**src/rtl/ttf_pkg.sv**
```systemverilog
// Shared constants and types for the triangle tangent frame block
package ttf_pkg;

   localparam int POS_WIDTH_DEF = 16;
   localparam int UV_WIDTH_DEF  = 16;
   localparam int OUT_WIDTH_DEF = 32;
   localparam int POS_FRAC      = 8;
   localparam int UV_FRAC       = 12;
   localparam int OUT_FRAC      = 16;
   localparam int DIV_SHIFT     = UV_FRAC - POS_FRAC + OUT_FRAC;

   typedef enum logic [3:0] {
      OP_NUM   = 4'd0,
      OP_DIV   = 4'd1,
      OP_CROSS = 4'd2,
      OP_ZERO  = 4'd3
   } op_type;

   typedef struct packed {
      logic   load_corner;
      logic   corner_sel;
      logic   start_frame;
      op_type op;
      logic   op_go;
      logic   [3:0] slot;
      logic   out_load;
   } cmd_type;

   typedef struct packed {
      logic det_zero;
      logic op_done;
   } sts_type;

endpackage

```
**src/rtl/ttf_control.sv**
```systemverilog
// Controller: corner count, operation sequencing and result handshake
module ttf_control (
   input  logic             clock,
   input  logic             reset,
   input  logic             req_valid,
   output logic             req_stall,
   output logic             rsp_valid,
   input  logic             rsp_stall,
   output ttf_pkg::cmd_type cmd,
   input  ttf_pkg::sts_type sts
);
   typedef enum logic [5:0] {
      S_IDLE  = 6'b000001,
      S_NUM   = 6'b000010,
      S_ISSUE = 6'b000100,
      S_WAIT  = 6'b001000,
      S_OUT   = 6'b010000,
      S_HOLD  = 6'b100000
   } state_type;

   state_type state_ff, state_in;
   logic [1:0] count_ff, count_in;
   logic [3:0] slot_ff, slot_in;
   logic first_ff, first_in;
   logic rv_ff, rv_in;
   logic accept;

   assign req_stall = state_ff != S_IDLE;
   assign accept    = req_valid && !req_stall;
   assign rsp_valid = rv_ff;

   always_comb begin
      state_in = state_ff;
      count_in = count_ff;
      slot_in  = slot_ff;
      first_in = first_ff;
      rv_in    = rv_ff && rsp_stall;
      cmd      = '0;
      cmd.op   = ttf_pkg::OP_NUM;
      cmd.slot = slot_ff;
      cmd.corner_sel = count_ff[0];
      case (state_ff)
         S_IDLE: begin
            if (accept) begin
               if (count_ff == 2'd2) begin
                  count_in        = 2'd0;
                  cmd.start_frame = 1'b1;
                  state_in        = S_NUM;
               end else begin
                  cmd.load_corner = 1'b1;
                  count_in        = count_ff + 2'd1;
               end
            end
         end
         S_NUM: begin
            cmd.op    = ttf_pkg::OP_NUM;
            cmd.op_go = 1'b1;
            slot_in   = 4'd0;
            first_in  = 1'b1;
            state_in  = S_WAIT;
         end
         S_ISSUE: begin
            cmd.op    = slot_ff < 4'd6 ? ttf_pkg::OP_DIV : ttf_pkg::OP_CROSS;
            cmd.op_go = 1'b1;
            first_in  = 1'b0;
            state_in  = S_WAIT;
         end
         S_WAIT: begin
            if (sts.op_done) begin
               if (first_ff) begin
                  state_in = sts.det_zero ? S_OUT : S_ISSUE;
               end else if (slot_ff == 4'd8) begin
                  state_in = S_OUT;
               end else begin
                  slot_in  = slot_ff + 4'd1;
                  state_in = S_ISSUE;
               end
            end
         end
         S_OUT: begin
            if (!rv_ff || !rsp_stall) begin
               cmd.out_load = 1'b1;
               cmd.op       = sts.det_zero ? ttf_pkg::OP_ZERO : ttf_pkg::OP_NUM;
               rv_in        = 1'b1;
               state_in     = S_IDLE;
            end
         end
         default: state_in = S_IDLE;
      endcase
   end

   always_ff @(posedge clock) begin
      if (reset) begin
         state_ff <= S_IDLE;
         count_ff <= 2'd0;
         slot_ff  <= 4'd0;
         first_ff <= 1'b0;
         rv_ff    <= 1'b0;
      end else begin
         state_ff <= state_in;
         count_ff <= count_in;
         slot_ff  <= slot_in;
         first_ff <= first_in;
         rv_ff    <= rv_in;
      end
   end
endmodule

```
**config.mk**
```make
export PLATFORM = sky130hd
export DESIGN_NAME = ttf_control
export DESIGN_NICKNAME = d
export VERILOG_FILES = /design/src/rtl/ttf_pkg.sv /design/src/rtl/ttf_control.sv
export SDC_FILE = /design/constraint.sdc
export NUM_CORES = 1
export LEC_CHECK = 0
export ABC_CLOCK_PERIOD_IN_PS = 1500
export BUFFER_PORTS_ARGS = -buffer_cell sky130_fd_sc_hd__buf_2
export CAP_MARGIN = 30
export CORE_MARGIN = 2
export CORE_UTILIZATION = 44
export CTS_BUF_LIST = sky130_fd_sc_hd__clkbuf_16
export CTS_CLUSTER_DIAMETER = 60
export DETAILED_ROUTE_END_ITERATION = 8
export GPL_TIMING_DRIVEN = 0
export PLACE_DENSITY = 0.74
export SETUP_SLACK_MARGIN = 0.1
export SYNTH_ARGS = -nofsm -noshare
export SYNTH_HDL_FRONTEND = slang
export SYNTH_SLANG_ARGS = --single-unit
```
**constraint.sdc**
```tcl
create_clock -name clock -period 1.5 [get_ports clock]
set_input_delay 0.15 -clock clock [delete_from_list [all_inputs] [get_ports clock]]
set_output_delay 0.15 -clock clock [all_outputs]
set_load 0.03 [all_outputs]
```
Word-level counts from Yosys, hierarchy flattened
Index checks and enable logic that the tools add are counted.
- register bits: 14
- input bits: 6
- output and inout port bits: 15
- logic and storage cells: 63
- add/sub/neg operators: 2
- magnitude comparators: 1
- equality and inequality tests: 14
- multiplexer cells: 29
- reductions and logical operators: 12
- operator list (operator ; number):
    2-to-1 mux 6 bit ; 4
    case mux 6 bit (4 select lines) ; 1
    case mux 4 bit (2 select lines) ; 2
    2-to-1 mux 5 bit ; 3
    2-to-1 mux 4 bit ; 3
    != test 2 bit (second input constant) ; 6
    2-to-1 mux 1 bit ; 11
    2-to-1 mux 2 bit ; 4
    AND reduction 4 bit ; 2
    equality test 6 x 1 -> 1 bit (second input constant) ; 1
    equality test 6 x 2 -> 1 bit (second input constant) ; 1
    equality test 6 x 3 -> 1 bit (second input constant) ; 1
    equality test 6 x 4 -> 1 bit (second input constant) ; 1
    equality test 6 x 5 -> 1 bit (second input constant) ; 1
    != test 6 x 1 -> 1 bit (second input constant) ; 1
    adder 4 x 1 -> 4 bit (second input constant) ; 1
    equality test 4 bit (second input constant) ; 1
    < comparator 4 x 3 -> 1 bit (second input constant) ; 1
    nonzero test 2 bit ; 2
    zero test 1 bit ; 3
    adder 2 x 1 -> 2 bit (second input constant) ; 1
    equality test 2 bit (second input constant) ; 1
    logical AND 1 bit ; 2
    case mux 1 bit (2 select lines) ; 1
    other kinds (3) ; 3

Longest topological paths before layout
- depth in word-level cells: 5
- depth in mapped cells: 6
- gate-level depth less buffers: 6

Least setup slack after synthesis
OpenSTA, ideal clock, no wires.
- kind: register -> register
- start point: register state_ff[2]
- end point: register state_ff[1]
- data arrival time: 1.794 ns
- data required time: 1.432 ns
- setup slack: -0.362 ns
- stages on the path, launching flop included: 5
- clock period less this slack: 1.862 ns
- path through: dfxtp_1 -> nor3_2 -> nand3_1 -> nor3b_1 -> nor2b_1
- word-level cells in the longest chain between the ends: 5
- elaborated cells between the ends (all ways): 15
- classes of those cells: eq/ne (10); mux (1); reduce/logical (4)
- ends and longest elaborated chain (item ; RTL line ; text):
    start: declaration ; ttf_control.sv:21 ; state_type state_ff, state_in;
    start signal: assignment ; ttf_control.sv:100 ; state_ff <= state_in;
    != test 6 x 1 -> 1 bit ; ttf_control.sv:28 ; assign req_stall = state_ff != S_IDLE;
    zero test 1 bit ; ttf_control.sv:29 ; assign accept = req_valid && !req_stall;
    logical AND 1 bit ; ttf_control.sv:29 ;
    != test 2 bit (no source line) ; - ;
    AND reduction 4 bit (no source line) ; - ;
Several ways; a longest one is shown, not always the timed one.
A chain may end at the register's enable or synchronous reset.

==> metrics.txt <==
Worst Max-Slew Pin Slew 561.2 ps; Post-synth top flop dfxtp_1; NumNets Final 140; First-pass DRT Iterations 4; logic gate share of total power 12.2%; area of the die 2115 sq um; Max Cap Viol 0; register area share after synthesis 33.55%; share of cells above drive strength 1 53.44%; Final Cycle Share 104.8%; H-tree depth 1; Cell Rows 15; ANT cells 0; Post-DRT Antenna Nets 0; Routability Congestion 0.8289; core region area 1689 sq um; r2r endpoint state_ff[0]$_SDFFE_PP1P_; Clock Power Share 51.4%; Critical Path RT 1350 ps; Fmax 636.1 MHz; Clock Tree Root clkbuf_16; Hold Crit Class primary input to register; register bit total from synthesis 13; WL/cell 15.09 um; Switching Share 23.15%; Die Ht 45.99 um; status finished with violations; Core Util, Final 74.89%; CTS tree yes; DR iter-0 viols 15; DPL Wire Length 1261 um; Worst Hold End state_ff[1]$_SDFFE_PP0P_; Hold Slack 106.5 ps; nature of the critical path startpoint register; async set or reset register ratio after synthesis 0%; Reg2Reg Depth 5; via count 866; Skew-Pair Late Insertion Delay 240 ps; pin count of the biggest net entering global routing 11; CP Class register to primary output; clock skew 4.425 ps; Ys Warns 0; DRC 0; CTS Sinks 13; CTS clk-pin slew, worst paths 50 ps; Initial Utilization 45.93%; most frequent cells in the layout buf_4 (16), buf_2 (11); Worst Setup Slack post-DPL -41.03 ps; IO Port Bufs 18; maximum vdd drop 739.2 uV; WHS Path Cells 2; Reg-to-Reg Start state_ff[3]$_SDFFE_PP0P_; post-route setup slack -71.97 ps; Die W 45.99 um; Avg Cell Area, Syn 8.166 sq um; area of the mapped netlist 775.7 sq um; Synth Instances 95; Max Root-Sink Buffers 2; GR Util All Layers 22.78%; pwr dens 766.1 nW/um^2; Via density 5.851; CTS buffer count 3; Hold Path Origin reset; Rel. slew slack 62.58%; Fin. Hold Viols 0; Final Max Slew Viols 0; Tot Pwr 969.1 uW; post-synthesis cell type count 39; failing checks negative setup slack; IO Count 21; Final min period 1572 ps; arrival time worst endpoint 1420 ps; r2r setup slk -20 ps; Static Leak 0.5238 nW; first-pass GRT wire length 3422 um; commonest non-fill, non-tap cell in the layout buf_4; number of synthesized flops with an enable pin 0; worst-path fanout max 7; Total Wirelength 2234 um; area grow syn2layout 63.06%; unrepaired setup endpoints after global routing true; Psw 224.4 uW; Int Pwr 744.8 uW; Worst setup EP type primary output; total grt overflow 0; Seq pwr share 36.4%; vias in the first global route 777; number of antenna violations at the first check in global routing 0; endpoints failing setup 5
## kinds of logic (layout without fill, tap and decap cells)
group	count (synthesis)	after routing	synth area share, %
AOI/OAI and AO/OA	20	20	14.84
adders and majority gates	2	2	3.225
buffers and inverters	11	46	6.773
DFF	13	13	33.55
muxes	1	1	1.452
other	1	2	0.4834
and+or+nand+nor	47	47	39.68
## worst max-delay path, stage by stage (launching register included)
cell and delay [ps]:
dfxtp_4 370, nor3_4 260, nand3b_1 180, and2_4 200, inv_2 40, buf_6 120
## worst max-delay path by stage
stage / start / end / slack, ps
2_1_floorplan: state_ff[2]$_SDFFE_PP0P_ / state_ff[1]$_SDFFE_PP0P_ / 20
3_3_place_gp: state_ff[2]$_SDFFE_PP0P_ / state_ff[0]$_SDFFE_PP1P_ / -50
3_5_place_dp: state_ff[2]$_SDFFE_PP0P_ / state_ff[0]$_SDFFE_PP1P_ / -40
4_1_cts: state_ff[4]$_SDFFE_PP0P_ / cmd[10] / -10
5_1_grt: state_ff[3]$_SDFFE_PP0P_ / cmd[5] / -110
6_report: state_ff[3]$_SDFFE_PP0P_ / cmd[5] / -70
## per-stage QoR
stage	instance area (sq um)	std cells	setup TNS, ps
floorplan	807.0	96	0
global placement	918.4	131	-138.7
detailed placement	918.4	131	-148.3
CTS	1182	148	-15.24
global route	1265	148	-424.2
finish	1265	148	-164.8
## cells in the mapped netlist (2+ instances only)
library cell | number | area share [%]
o21ai_1 | 3 | 1.9
nand3b_1 | 4 | 3.9
buf_4 | 3 | 2.9
a21oi_1 | 11 | 7.1
inv_1 | 6 | 2.9
nand4_1 | 3 | 2.4
nor3b_1 | 3 | 2.9
nand3_1 | 8 | 5.2
nand2_1 | 8 | 3.9
ha_1 | 2 | 3.2
or3_1 | 4 | 3.2
dfxtp_1 | 13 | 34
## metal layers
metal	vias up	track usage [%]	routed length, um
met5	-	0	0
met4	0	7.429	54
met3	8	5.952	124
met2	34	37.22	1080
met1	407	28.85	974
li1	417	-	-
## state kept, by name, indices dropped and copies added (netlist names)
register,flops
count_ff,2
first_ff,1
rsp_valid,1
slot_ff,4
state_ff,5
## power groups by stage
stage	Combinational (mW)	Sequential, mW	Clock (mW)
3_5_place_dp	0.0888	0.365	0
2_1_floorplan	0.0660	0.363	0
6_report	0.119	0.352	0.498
3_3_place_gp	0.0869	0.365	0
5_1_grt	0.128	0.353	0.535
4_1_cts	0.107	0.354	0.507
## repair_timing
| action | CTS | global route |
|---|---|---|
| pin swaps | 13 | 16 |
| buffers inserted | 13 | 3 |
| hold buffers | 0 | 0 |
| setup endpoints to repair | 10 | 18 |
| gates resized for setup | 28 | 19 |
## cell type report
type / instances / area (sq um)
sequential: 13 / 287.8
inverter: 7 / 26.28
fill: 105 / 424.2
multi-input combinational: 72 / 593.1
clock inverter: 1 / 3.754
clock buffer: 3 / 75.07
tap: 17 / 21.27
buffer: 4 / 26.28
timing repair buffer: 31 / 231.5
No activity file was read; power rests on OpenSTA's default activity.
